### src/rtl/core/nipd_pkg.sv
// ----------------------------------------------------------------------------
// nipd_pkg: shared types and constants of the NEC IR pulse decoder
// Holds the pulse classification word, the decode phases, the result status
// codes, the register indexes and the field widths used across the block.
// ----------------------------------------------------------------------------
package nipd_pkg;

   // Frame and field sizes.
   localparam int FRAME_BITS      = 32;
   localparam int BIT_COUNT_WIDTH = $clog2(FRAME_BITS);
   localparam int BASE_WIDTH      = 11;
   localparam int WIDTH_US_BITS   = 16;
   localparam int REQ_TDATA_WIDTH = 24;
   localparam int RSP_TDATA_WIDTH = 48;
   localparam int WINDOW_WIDTH    = WIDTH_US_BITS + 1;

   localparam logic [BASE_WIDTH-1:0] BASE_UNIT_RESET = 11'd563;
   localparam logic [BIT_COUNT_WIDTH-1:0] LAST_BIT_INDEX = BIT_COUNT_WIDTH'(FRAME_BITS - 1);
   localparam logic [7:0] BYTE_MASK = 8'hff;

   // Configuration register indexes.
   typedef enum logic [0:0] {
      CSR_BASE_UNIT  = 1'b0,
      CSR_CHECK_ADDR = 1'b1
   } csr_index_type;

   // Result status codes.
   typedef enum logic [1:0] {
      STATUS_DATA   = 2'd0,
      STATUS_REPEAT = 2'd1,
      STATUS_ERROR  = 2'd2,
      STATUS_NOLEAD = 2'd3
   } frame_status_type;

   // Decode phases, one-hot.
   typedef enum logic [3:0] {
      PHASE_IDLE      = 4'b0001,
      PHASE_LEADER    = 4'b0010,
      PHASE_BIT_LOW   = 4'b0100,
      PHASE_BIT_HIGH  = 4'b1000
   } phase_type;

   // One classified pulse as it travels from the front to the back.
   typedef struct packed {
      logic timeout;
      logic level;
      logic match_16;
      logic match_8;
      logic match_4;
      logic match_3;
      logic match_1;
   } pulse_class_type;

   // True when the width lies strictly inside nominal plus or minus half.
   function automatic logic in_window(input logic [WIDTH_US_BITS-1:0] width,
                                      input logic [WINDOW_WIDTH-1:0] nominal,
                                      input logic [BASE_WIDTH-2:0] half);
      logic [WINDOW_WIDTH-1:0] low_edge;
      logic [WINDOW_WIDTH-1:0] high_edge;
      logic [WINDOW_WIDTH-1:0] width_ext;
      low_edge  = nominal - WINDOW_WIDTH'(half);
      high_edge = nominal + WINDOW_WIDTH'(half);
      width_ext = WINDOW_WIDTH'(width);
      return (width_ext > low_edge) && (width_ext < high_edge);
   endfunction

endpackage

### src/rtl/core/nec_ir_pulse_decoder_unit.sv
// ----------------------------------------------------------------------------
// nec_ir_pulse_decoder_unit: NEC infrared remote decoder on measured pulses
// Each request word is one measured pulse of the IR line. The block decodes
// the NEC leader, repeat code and 32 data bits and reports one status word
// per finished frame, repeat code, error or stray pulse.
//
// Request channel: tdata carries pulse_level and pulse_width_us, tuser the
// edge_timeout flag. Response channel: tdata carries device_address,
// key_command and raw_frame, tuser the frame_status code.
// The csr port sets the base unit in microseconds and enables the address
// inverse check; write it only while no pulse is in flight.
// Throughput is one pulse per cycle while the queue is not full. A pulse is
// classified as it enters a two-entry queue; the sequencer pops it when the
// result register can take a result, and the result register drives the
// response channel. When the receiver stalls, the result register holds its
// word, the queue fills and req_tready drops once both entries are taken.
// Reset sets the base unit to 563 us, turns the address check off, empties
// the queue and returns the sequencer to waiting for a leader.
// ----------------------------------------------------------------------------
module nec_ir_pulse_decoder_unit (
   input  logic                                   clock,
   input  logic                                   reset,
   input  logic                                   csr_we,
   input  logic [0:0]                             csr_index,
   input  logic [nipd_pkg::BASE_WIDTH-1:0]        csr_wdata,
   input  logic                                   req_tvalid,
   output logic                                   req_tready,
   // Fields from bit 0 up: pulse_level, pulse_width_us, zero fill.
   input  logic [nipd_pkg::REQ_TDATA_WIDTH-1:0]   req_tdata,
   // Fields from bit 0 up: edge_timeout.
   input  logic                                   req_tuser,
   output logic                                   rsp_tvalid,
   input  logic                                   rsp_tready,
   // Fields from bit 0 up: device_address, key_command, raw_frame.
   output logic [nipd_pkg::RSP_TDATA_WIDTH-1:0]   rsp_tdata,
   // Fields from bit 0 up: frame_status.
   output logic [1:0]                             rsp_tuser
);

   logic                      queue_full;
   logic                      queue_push;
   logic                      queue_pop;
   logic                      head_valid;
   logic                      check_addr;
   nipd_pkg::pulse_class_type push_entry;
   nipd_pkg::pulse_class_type head_entry;

   // Classification front.
   nipd_front u_front (
      .clock       (clock),
      .reset       (reset),
      .csr_we      (csr_we),
      .csr_index   (csr_index),
      .csr_wdata   (csr_wdata),
      .req_tvalid  (req_tvalid),
      .req_tready  (req_tready),
      .req_tdata   (req_tdata),
      .req_tuser   (req_tuser),
      .queue_full  (queue_full),
      .queue_push  (queue_push),
      .queue_entry (push_entry),
      .check_addr  (check_addr)
   );

   // Queue between front and back.
   nipd_queue u_queue (
      .clock      (clock),
      .reset      (reset),
      .push       (queue_push),
      .push_entry (push_entry),
      .full       (queue_full),
      .pop        (queue_pop),
      .head_valid (head_valid),
      .head_entry (head_entry)
   );

   // Frame sequencer and result register.
   nipd_back u_back (
      .clock      (clock),
      .reset      (reset),
      .check_addr (check_addr),
      .head_valid (head_valid),
      .head_entry (head_entry),
      .queue_pop  (queue_pop),
      .rsp_tvalid (rsp_tvalid),
      .rsp_tready (rsp_tready),
      .rsp_tdata  (rsp_tdata),
      .rsp_tuser  (rsp_tuser)
   );

endmodule

### src/rtl/core/nipd_front.sv
// ----------------------------------------------------------------------------
// nipd_front: configuration registers and pulse classification
// Accepts pulse words, compares the width against the five timing windows
// and pushes the resulting classification word into the queue.
// ----------------------------------------------------------------------------
module nipd_front (
   input  logic                                   clock,
   input  logic                                   reset,
   input  logic                                   csr_we,
   input  logic [0:0]                             csr_index,
   input  logic [nipd_pkg::BASE_WIDTH-1:0]        csr_wdata,
   input  logic                                   req_tvalid,
   output logic                                   req_tready,
   // Fields from bit 0 up: pulse_level, pulse_width_us, zero fill.
   input  logic [nipd_pkg::REQ_TDATA_WIDTH-1:0]   req_tdata,
   // Fields from bit 0 up: edge_timeout.
   input  logic                                   req_tuser,
   input  logic                                   queue_full,
   output logic                                   queue_push,
   output nipd_pkg::pulse_class_type              queue_entry,
   output logic                                   check_addr
);

   logic [nipd_pkg::BASE_WIDTH-1:0] base_unit_ff;
   logic [nipd_pkg::BASE_WIDTH-1:0] base_unit_in;
   logic                            check_addr_ff;
   logic                            check_addr_in;

   logic [nipd_pkg::WIDTH_US_BITS-1:0] width_us;
   logic [nipd_pkg::BASE_WIDTH-2:0]    half_unit;
   logic [nipd_pkg::WINDOW_WIDTH-1:0]  base_ext;
   logic [nipd_pkg::WINDOW_WIDTH-1:0]  nominal_3;

   // Register writes.
   always_comb begin
      base_unit_in  = base_unit_ff;
      check_addr_in = check_addr_ff;
      if (csr_we) begin
         case (csr_index)
            nipd_pkg::CSR_BASE_UNIT:  base_unit_in  = csr_wdata;
            nipd_pkg::CSR_CHECK_ADDR: check_addr_in = csr_wdata[0];
            default: begin
               base_unit_in  = base_unit_ff;
               check_addr_in = check_addr_ff;
            end
         endcase
      end
   end

   always_ff @(posedge clock) begin
      if (reset) begin
         base_unit_ff  <= nipd_pkg::BASE_UNIT_RESET;
         check_addr_ff <= 1'b0;
      end else begin
         base_unit_ff  <= base_unit_in;
         check_addr_ff <= check_addr_in;
      end
   end

   assign check_addr = check_addr_ff;

   // Window nominals are shifts of the base unit; three units is one add.
   assign width_us  = req_tdata[nipd_pkg::WIDTH_US_BITS:1];
   assign half_unit = base_unit_ff[nipd_pkg::BASE_WIDTH-1:1];
   assign base_ext  = nipd_pkg::WINDOW_WIDTH'(base_unit_ff);
   assign nominal_3 = (base_ext << 1) + base_ext;

   // Classify the pulse on its way into the queue.
   always_comb begin
      queue_entry.timeout  = req_tuser;
      queue_entry.level    = req_tdata[0];
      queue_entry.match_16 = nipd_pkg::in_window(width_us, base_ext << 4, half_unit);
      queue_entry.match_8  = nipd_pkg::in_window(width_us, base_ext << 3, half_unit);
      queue_entry.match_4  = nipd_pkg::in_window(width_us, base_ext << 2, half_unit);
      queue_entry.match_3  = nipd_pkg::in_window(width_us, nominal_3, half_unit);
      queue_entry.match_1  = nipd_pkg::in_window(width_us, base_ext, half_unit);
   end

   assign req_tready = !queue_full;
   assign queue_push = req_tvalid && !queue_full;

endmodule

### src/rtl/core/nipd_queue.sv
// ----------------------------------------------------------------------------
// nipd_queue: two-entry queue of classified pulses
// Decouples the classification front from the decode back so that each
// side can stall on its own without losing a word.
// ----------------------------------------------------------------------------
module nipd_queue (
   input  logic                       clock,
   input  logic                       reset,
   input  logic                       push,
   input  nipd_pkg::pulse_class_type  push_entry,
   output logic                       full,
   input  logic                       pop,
   output logic                       head_valid,
   output nipd_pkg::pulse_class_type  head_entry
);

   nipd_pkg::pulse_class_type entry_ff [2];
   logic       wr_ptr_ff;
   logic       wr_ptr_in;
   logic       rd_ptr_ff;
   logic       rd_ptr_in;
   logic [1:0] count_ff;
   logic [1:0] count_in;

   // Pointer and fill count update.
   always_comb begin
      wr_ptr_in = push ? !wr_ptr_ff : wr_ptr_ff;
      rd_ptr_in = pop  ? !rd_ptr_ff : rd_ptr_ff;
      count_in  = count_ff + 2'(push) - 2'(pop);
   end

   always_ff @(posedge clock) begin
      if (reset) begin
         wr_ptr_ff <= 1'b0;
         rd_ptr_ff <= 1'b0;
         count_ff  <= 2'd0;
      end else begin
         wr_ptr_ff <= wr_ptr_in;
         rd_ptr_ff <= rd_ptr_in;
         count_ff  <= count_in;
      end
   end

   // Entry storage.
   always_ff @(posedge clock) begin
      if (push) begin
         entry_ff[wr_ptr_ff] <= push_entry;
      end
   end

   assign full       = count_ff[1];
   assign head_valid = (count_ff != 2'd0);
   assign head_entry = entry_ff[rd_ptr_ff];

endmodule

### src/rtl/core/nipd_back.sv
// ----------------------------------------------------------------------------
// nipd_back: NEC frame sequencer and result register
// Walks the leader, repeat and data bit phases on classified pulses,
// checks the inverted byte copies and holds each result word for the sink.
// ----------------------------------------------------------------------------
module nipd_back (
   input  logic                                   clock,
   input  logic                                   reset,
   input  logic                                   check_addr,
   input  logic                                   head_valid,
   input  nipd_pkg::pulse_class_type              head_entry,
   output logic                                   queue_pop,
   output logic                                   rsp_tvalid,
   input  logic                                   rsp_tready,
   // Fields from bit 0 up: device_address, key_command, raw_frame.
   output logic [nipd_pkg::RSP_TDATA_WIDTH-1:0]   rsp_tdata,
   // Fields from bit 0 up: frame_status.
   output logic [1:0]                             rsp_tuser
);

   nipd_pkg::phase_type                    phase_ff;
   nipd_pkg::phase_type                    phase_in;
   logic [nipd_pkg::BIT_COUNT_WIDTH-1:0]   bits_ff;
   logic [nipd_pkg::BIT_COUNT_WIDTH-1:0]   bits_in;
   logic [nipd_pkg::FRAME_BITS-1:0]        shift_ff;
   logic [nipd_pkg::FRAME_BITS-1:0]        shift_in;

   logic                                   rsp_valid_ff;
   logic                                   rsp_valid_in;
   logic [nipd_pkg::RSP_TDATA_WIDTH-1:0]   rsp_data_ff;
   logic [1:0]                             rsp_status_ff;

   logic                                   emit;
   nipd_pkg::frame_status_type             status;
   logic [7:0]                             out_addr;
   logic [7:0]                             out_cmd;
   logic [nipd_pkg::FRAME_BITS-1:0]        out_raw;
   logic [nipd_pkg::FRAME_BITS-1:0]        raw_new;
   logic                                   addr_bad;
   logic                                   cmd_bad;

   // A word leaves the queue whenever the result register can take a result.
   assign queue_pop = head_valid && (!rsp_valid_ff || rsp_tready);

   // The bit that just arrived, merged into the frame.
   always_comb begin
      raw_new = shift_ff;
      if (head_entry.match_3) begin
         raw_new = shift_ff | (nipd_pkg::FRAME_BITS'(1) << bits_ff);
      end
      addr_bad = check_addr && (raw_new[7:0] != (~raw_new[15:8] & nipd_pkg::BYTE_MASK));
      cmd_bad  = raw_new[23:16] != (~raw_new[31:24] & nipd_pkg::BYTE_MASK);
   end

   // Phase sequencer.
   always_comb begin
      phase_in = phase_ff;
      bits_in  = bits_ff;
      shift_in = shift_ff;
      emit     = 1'b0;
      status   = nipd_pkg::STATUS_ERROR;
      out_addr = 8'd0;
      out_cmd  = 8'd0;
      out_raw  = '0;
      if (queue_pop) begin
         case (phase_ff)
            nipd_pkg::PHASE_IDLE: begin
               if (!head_entry.timeout) begin
                  if (!head_entry.level && head_entry.match_16) begin
                     phase_in = nipd_pkg::PHASE_LEADER;
                  end else begin
                     emit   = 1'b1;
                     status = nipd_pkg::STATUS_NOLEAD;
                  end
               end
            end
            nipd_pkg::PHASE_LEADER: begin
               if (head_entry.timeout) begin
                  phase_in = nipd_pkg::PHASE_IDLE;
               end else if (head_entry.level && head_entry.match_8) begin
                  phase_in = nipd_pkg::PHASE_BIT_LOW;
                  bits_in  = '0;
                  shift_in = '0;
               end else if (head_entry.level && head_entry.match_4) begin
                  phase_in = nipd_pkg::PHASE_IDLE;
                  emit     = 1'b1;
                  status   = nipd_pkg::STATUS_REPEAT;
               end else begin
                  phase_in = nipd_pkg::PHASE_IDLE;
                  emit     = 1'b1;
               end
            end
            nipd_pkg::PHASE_BIT_LOW: begin
               if (head_entry.timeout || head_entry.level || !head_entry.match_1) begin
                  phase_in = nipd_pkg::PHASE_IDLE;
                  emit     = 1'b1;
               end else begin
                  phase_in = nipd_pkg::PHASE_BIT_HIGH;
               end
            end
            nipd_pkg::PHASE_BIT_HIGH: begin
               if (head_entry.timeout || !head_entry.level ||
                   (!head_entry.match_3 && !head_entry.match_1)) begin
                  phase_in = nipd_pkg::PHASE_IDLE;
                  emit     = 1'b1;
               end else begin
                  shift_in = raw_new;
                  if (bits_ff != nipd_pkg::LAST_BIT_INDEX) begin
                     bits_in  = bits_ff + 1'b1;
                     phase_in = nipd_pkg::PHASE_BIT_LOW;
                  end else begin
                     // Frame complete: check the inverted copies.
                     bits_in  = '0;
                     phase_in = nipd_pkg::PHASE_IDLE;
                     emit     = 1'b1;
                     if (!addr_bad && !cmd_bad) begin
                        status   = nipd_pkg::STATUS_DATA;
                        out_addr = raw_new[7:0];
                        out_cmd  = raw_new[23:16];
                        out_raw  = raw_new;
                     end
                  end
               end
            end
            default: begin
               phase_in = nipd_pkg::PHASE_IDLE;
            end
         endcase
      end
   end

   always_ff @(posedge clock) begin
      if (reset) begin
         phase_ff <= nipd_pkg::PHASE_IDLE;
         bits_ff  <= '0;
         shift_ff <= '0;
      end else begin
         phase_ff <= phase_in;
         bits_ff  <= bits_in;
         shift_ff <= shift_in;
      end
   end

   // Result register: loads when empty or in the cycle the old word is taken.
   always_comb begin
      rsp_valid_in = rsp_valid_ff && !rsp_tready;
      if (queue_pop && emit) begin
         rsp_valid_in = 1'b1;
      end
   end

   always_ff @(posedge clock) begin
      if (reset) begin
         rsp_valid_ff <= 1'b0;
      end else begin
         rsp_valid_ff <= rsp_valid_in;
      end
   end

   always_ff @(posedge clock) begin
      if (queue_pop && emit) begin
         rsp_data_ff   <= {out_raw, out_cmd, out_addr};
         rsp_status_ff <= status;
      end
   end

   assign rsp_tvalid = rsp_valid_ff;
   assign rsp_tdata  = rsp_data_ff;
   assign rsp_tuser  = rsp_status_ff;

endmodule

### config.mk
export PLATFORM = sky130hd
export DESIGN_NAME = nec_ir_pulse_decoder_unit
export DESIGN_NICKNAME = d
export VERILOG_FILES = /design/src/rtl/core/nipd_pkg.sv /design/src/rtl/core/nec_ir_pulse_decoder_unit.sv /design/src/rtl/core/nipd_front.sv /design/src/rtl/core/nipd_queue.sv /design/src/rtl/core/nipd_back.sv
export SDC_FILE = /design/constraint.sdc
export NUM_CORES = 1
export LEC_CHECK = 0
export ABC_AREA = 1
export BUFFER_PORTS_ARGS = -buffer_cell sky130_fd_sc_hd__buf_2
export CAP_MARGIN = 10
export CORE_ASPECT_RATIO = 1.75
export CORE_MARGIN = 10
export CORE_UTILIZATION = 55
export DETAILED_ROUTE_END_ITERATION = 8
export GPL_ROUTABILITY_DRIVEN = 0
export PLACE_DENSITY = 0.74
export SYNTH_ARGS = -nofsm -noshare
export SYNTH_HDL_FRONTEND = slang
export SYNTH_SLANG_ARGS = --single-unit
### constraint.sdc
create_clock -name clock -period 10.6 [get_ports clock]
set_input_delay 0.53 -clock clock [delete_from_list [all_inputs] [get_ports clock]]
set_output_delay 0.53 -clock clock [all_outputs]
set_load 0.1 [all_outputs]
After elaboration in Yosys (flattened, before gate mapping):

Memories as Yosys holds them, arrays and structs flattened. A register that Yosys moved wholly into a read port is not among the register bits.
Cells that the tools add are included.

* memories: 1
* word-level logic and storage cells: 134
* input bits: 42
* bits in registers: 108
* memory bits (writable): 14

* shift-type cells: 1
* bitwise logic cells: 7
* magnitude comparators: 10
* reductions and logical operators: 37
* muxes and demuxes: 41
* add/subtract/negate cells: 14
* eq/ne operators: 12

Memory list
* u_queue.entry_ff: depth 2, width 7, read ports 1, clocked after Yosys merged registers in 1, wr ports 1, RTL line nipd_queue.sv:17 `nipd_pkg::pulse_class_type entry_ff [2];`

Operator list (number)
* $mux W32: 4
* $gt A16 B17 Y1: 5
* $lt A16 B17 Y1: 5
* $pmux W32 S2: 1
* $or A32 B32 Y32: 1
* $shl A1 B5 Y32 const A: 1
* $mux W4: 5
* $mux W5: 4
* $add A17 B10 Y17: 1
* $sub A17 B10 Y17: 1
* $add A15 B10 Y16: 1
* $ne A8 B8 Y1: 2
* $not A8 Y8: 2
* $pmux W4 S4: 1
* $sub A15 B10 Y16: 1
* $add A14 B10 Y15: 1
* $logic_and A1 B1 Y1: 15
* $sub A14 B10 Y15: 1
* $add A13 B10 Y14: 1
* $mux W1: 14
* $mux W2: 7
* $sub A13 B10 Y14: 1
* $add A12 B11 Y13: 1
* $add A11 B10 Y12: 1
* other kinds (23): 45

Logic depth before layout (Yosys ltp):

* depth in word-level cells: 12
* gate-level depth with buffers: 29
* gate-level depth less buffers: 28

Modules after synthesis:

A second synthesis with hierarchy kept.

* cells, all modules: 1780
* area total of the unflattened synthesis: 13025.0 µm²

By module, submodules not included
* nipd_front: cells an instance 1210, instances 1, seq. area each 240.2 µm², area an instance 8199.1 µm²
* nipd_back: cells an instance 518, instances 1, seq. area each 1861.8 µm², area an instance 4068.9 µm²
* nipd_queue: cells an instance 52, instances 1, seq. area each 520.5 µm², area an instance 757.0 µm²

Worst setup path after synthesis:

OpenSTA, ideal clock, no wires.

* path kind: flip-flop to flip-flop
* start: register u_front.base_unit_ff[2] (netlist bit)
* end: memory u_queue.entry_ff[0][1] (netlist bit), data pin
* cell stages (with the launch flop): 27
* library setup time: 0.256 ns
* path slack: 5.884 ns
* data required time: 10.344 ns
* arrival time: 4.460 ns
* clock period less this slack: 4.716 ns
* buffers on the path: 1
* cells stage by stage: dfxtp_1 inv_1 ha_1 clkbuf_1 nand2_1 o21a_1 o21ai_0 nand2_1 nand2_1 xor2_1 inv_1 ha_1 nand2_1 nor2_1 nand3_1 nand3_1 nand2_1 and3_1 xor2_1 ha_1 inv_1 nor3_1 nand4_1 o31ai_1 a21oi_1 nand2_1 nor2_1

RTL lines
* start: declaration: RTL line nipd_front.sv:24 `logic [nipd_pkg::BASE_WIDTH-1:0] base_unit_ff;`
* start signal: assignment: RTL line nipd_front.sv:52 `base_unit_ff <= nipd_pkg::BASE_UNIT_RESET;`
* start signal: assignment: RTL line nipd_front.sv:55 `base_unit_ff <= base_unit_in;`
* end: declaration: RTL line nipd_queue.sv:17

==> out/results.txt <==
Data on the critical path is required at its endpoint by 10.69 ns. The layout has 2194 filler cells. Once the floorplan was initialized, standard cells occupied 55.8% of the core.

The detailed placement HPWL is 30600 µm, and the number of setup violations in the final report is 0. The floorplan has 73 rows. The first global-routing pass estimated 62300 µm of wire.

The run gives 856 as the initial detailed-routing violation count. In this run the cell area measured after placement is 13200 µm². The distinct cell type count of the synthesized netlist was 48; the final non-filler cell area was 13500 µm².

Hold path depth: 1. The post-detailed-route wirelength per cell was 18.7 µm. The number of clock buffers added by TritonCTS is 9. Max-cap violations in this run came to 0. The tools report the end point of the critical path as u_queue.entry_ff[1][1]$_DFFE_PP_. The critical path starts at u_front.base_unit_ff[2]$_SDFFE_PP0P_. The clock passes through at most 2 buffers. The share of the Yosys chip area taken by registers is 20.7%.

The end of the worst register-to-register path is u_queue.entry_ff[1][1]$_DFFE_PP_. The worst setup path is of the reg -> reg kind. Summed over all layers, the routed wires come to 39100 µm.

Of the cells placed in the final design, the portion with a size suffix greater than 1 is 7.53%. The total power per unit cell area was 182 nW/µm²; the power spent charging and discharging nets was 0.00136 W. The tools report the post-route setup TNS as 0 ns.

The first-pass iteration count of the detailed router was 7. The area growth from synthesis to layout is 6.07%. The insertion delay of the later-clocked pin in the worst-skew pair was 0.36 ns. Setup repair after global routing left no endpoint under its margin.

Element type at the critical path start: a register. Worst slack on hold paths: 0.369 ns. By area the synthesized netlist is led by sky130_fd_sc_hd__ha_1, sky130_fd_sc_hd__edfxtp_1, sky130_fd_sc_hd__dfxtp_1. For the number of nets produced by synthesis, the log shows 2034. The routed layout has 12300 vias.

For this run, the total global-route usage over all layers was measured as 26.2%. The cell area that synthesis handed to floorplanning was 12700 µm². The repair_antennas step left the layout with diodes totalling 0. In the final design database the tool counted 2074 nets.

The maximum fanout count along the critical path was 13. TritonCTS built the clock tree. The post-CTS setup-driven buffer insertion count was 0. The worst register-to-register path has a setup slack of 4.63 ns.

The count of pins over their slew limit came out at 0. Maximum ir drop on the vdd rail: 0.0000993 V. Derived from the worst setup path, the maximum achievable clock frequency is 167 MHz. The count of cells in the finished layout, fillers not included, comes to 2092. Timing analysis after detailed placement gives a worst setup slack of 4.72 ns. The fraction of power spent switching nets works out to 55.6%. Number of instances in the placed design: 2077. The clock network is responsible for 13.4% of the overall power.

For the number of buffers inserted for hold repair after clock tree synthesis, the log shows 0. The min-delay analysis places its worst path in the category in -> reg. During placement, the flow inserted port buffers numbering 86. Buffer type at the clock tree root: sky130_fd_sc_hd__clkbuf_16.

The total die area came out at 29800 µm². The H-tree was split into 3 levels. Counting flops with a built-in enable in the synthesized netlist gives 48. Initial antenna violation count: 0. The transition time of the tightest slew-check pin works out to 1.10 ns. Counting every instance in the synthesized netlist gives 1748. The synthesized area divided by synthesized cell count came out at 7.26 µm².

In the routed design, unresolved DRC markers number 0. Clock-pin slew on the worst setup and hold paths: 0.06 ns. Global routing finished with a remaining overflow of 0. The horizontal extent of the die is 135 µm, and the maximum number of pins on one net before global-route repair is 49. For the clock sink total, the log shows 107. The multi-input combinational cells in the finished layout cover a total of 8910 µm². The run finished with clean final reports. Per report_power, the sequential group accounts for 22.2% of the total.

The detail-routed via count per cell came out at 5.88. The hold violation total from the final report was 0; the fraction of synthesis flops using an asynchronous set or reset pin was 0%. Yosys printed 0 warnings. Measured in cells, the most critical reg-to-reg path has a length of 27. Of the available clock period, the critical path in the final layout requires 56.3%.

The internal power of the cells is 0.00109 W, and the worst relative slew slack is 26.0%. Measured along the y axis, the die boundary spans 221 µm. Clock skew on the completed layout was measured at 0.00764 ns. The logs give 22700 µm² for the placeable core region and 6.40 nW for the leakage component of the power.

The sequential cells in the finished layout cover a total of 2620 µm². Critical path endpoint category: a register. The run gives 12600 as the via count of the first global-routing pass.

The count of nets left with antenna violations once routing finished came out at 0. The final critical-path required period works out to 5.97 ns. The prevailing post-synth register cell was sky130_fd_sc_hd__dfxtp_1. Setup slack on the critical path of the routed design comes to 4.63 ns. The flip-flop and latch count after synthesis was 107; the number of gates resized after CTS was 0.

Data on the critical path arrives at its endpoint at 6.06 ns. In this run the biggest area consumer among cell types represents 23.4% of the synthesized area. The tools report the boundary pin count as 94. Combinational cells account for 64.4% of the total power. In this run the critical register-to-register path is launched from u_front.base_unit_ff[2]$_SDFFE_PP0P_. The most area-hungry cell type in the Yosys netlist is sky130_fd_sc_hd__ha_1.
worst min-delay path by stage:
stage                                       end                              from  slack (ns)
2_1_floorplan    u_queue.count_ff[1]$_SDFF_PP0_    u_queue.count_ff[1]$_SDFF_PP0_        0.42
3_3_place_gp     u_queue.rd_ptr_ff$_SDFFE_PP0P_    u_queue.rd_ptr_ff$_SDFFE_PP0P_        0.44
3_5_place_dp   u_back.shift_ff[16]$_SDFFE_PP0P_  u_back.shift_ff[16]$_SDFFE_PP0P_        0.45
4_1_cts        u_queue.entry_ff[1][6]$_DFFE_PP_                         req_tuser        0.35
5_1_grt        u_queue.entry_ff[1][6]$_DFFE_PP_                         req_tuser        0.36
6_report       u_queue.entry_ff[1][6]$_DFFE_PP_                         req_tuser        0.37
logic make-up (layout without fill, tap and decap cells):
logic type | count (synthesis) | in the layout | synth area share [%]
DFF | 107 | 107 | 20.7
buffers and inverters | 270 | 314 | 9.13
and+or+nand+nor | 693 | 693 | 23.5
adders and majority gates | 244 | 244 | 24.5
xor gates and xnor gates | 100 | 100 | 6.90
AOI/OAI and AO/OA | 334 | 334 | 15.3
area by class of cell:
| cell class | instances | share of cell area, % |
|---|---|---|
| Timing Repair Buffer | 96 | 3.76 |
| Tap cell | 300 | 2.79 |
| Clock inverter | 4 | 0.381 |
| Clock buffer | 11 | 1.73 |
| Inverter | 203 | 5.68 |
| Sequential cell | 107 | 19.5 |
| Multi-Input combinational cell | 1371 | 66.2 |
cells in the final DEF (no fill, tap or decap), drive strengths merged, types with 2 or more instances in the layout:
master	n
a211oi	20
a21boi	2
a21o	6
a21oi	171
a221oi	3
a311oi	2
a31o	2
a31oi	6
and2	4
buf	96
clkbuf	11
clkinv	3
dfxtp	59
edfxtp	48
fa	7
ha	237
inv	202
nand2	314
nand3	115
nand3b	3
nand4	33
nor2	182
nor3	32
nor3b	3
nor4	5
o211ai	10
o21a	6
o21ai	64
o21bai	30
o31ai	8
xnor2	6
xor2	94
metrics by stage:
stage / power (W) / util [%]
floorplan: 0.00182 / -
global placement: 0.00207 / 57.9
detailed placement: 0.00211 / 57.9
CTS: 0.00244 / 59.2
global route: 0.00262 / 59.2
finish: 0.00245 / 59.2
flip-flops by register name, indices dropped and copies added (netlist names), 2 cells and up, named ones only:
name and cells:
u_back.rsp_tdata 32, u_back.shift_ff 32, u_queue.entry_ff 14, u_front.base_unit_ff 11, u_back.bits_ff 5, u_back.phase_ff 4, u_back.rsp_tuser 2, u_queue.count_ff 2
cell usage after synthesis (all sizes together) (33+ instances only):
library cell / instances
dfxtp: 59
a21oi: 171
o21ai: 64
inv: 201
edfxtp: 48
nor2: 182
buf: 35
xor2: 94
nand4: 33
ha: 237
nand2: 314
nand3: 115
metal layers:
layer  global-route usage (%)  routed length (µm)  vias to the layer above
li1                         -                   -                     5974
met3                     4.33                1810                      198
met5                        0                   0                        -
met1                     23.4               12900                     5681
met2                     47.0               20000                      454
met4                     26.0                4350                        0
power by group through the flow:
stage	combinational, W	clock (W)	sequential (W)
floorplan	0.000940	0	0.000880
CTS	0.00156	0.000331	0.000544
global placement	0.00152	0	0.000551
global route	0.00172	0.000346	0.000553
detailed placement	0.00156	0	0.000554
finish	0.00158	0.000327	0.000544
critical path, stage by stage, from the launching register on:
cell and delay [ns]:
sky130_fd_sc_hd__dfxtp_1 0.81, sky130_fd_sc_hd__inv_1 0.41, sky130_fd_sc_hd__ha_1 0.60, sky130_fd_sc_hd__nand2_1 0.13
sky130_fd_sc_hd__o21a_1 0.20, sky130_fd_sc_hd__o21ai_0 0.35, sky130_fd_sc_hd__nand2_1 0.12, sky130_fd_sc_hd__nand2_1 0.09
sky130_fd_sc_hd__xor2_1 0.20, sky130_fd_sc_hd__inv_1 0.09, sky130_fd_sc_hd__ha_1 0.39, sky130_fd_sc_hd__inv_1 0.16
sky130_fd_sc_hd__nor2_1 0.06, sky130_fd_sc_hd__nand3_1 0.09, sky130_fd_sc_hd__inv_1 0.05, sky130_fd_sc_hd__nand2_1 0.06
sky130_fd_sc_hd__nand2_1 0.05, sky130_fd_sc_hd__nor2_1 0.29, sky130_fd_sc_hd__nand3_1 0.14, sky130_fd_sc_hd__xor2_1 0.17
sky130_fd_sc_hd__ha_1 0.29, sky130_fd_sc_hd__inv_1 0.05, sky130_fd_sc_hd__nor3_1 0.27, sky130_fd_sc_hd__nand4_1 0.16
sky130_fd_sc_hd__o31ai_1 0.23, sky130_fd_sc_hd__a21oi_1 0.07, sky130_fd_sc_hd__nand2_1 0.06, sky130_fd_sc_hd__nor2_1 0.10
No activity file was read; power rests on OpenSTA's default activity.
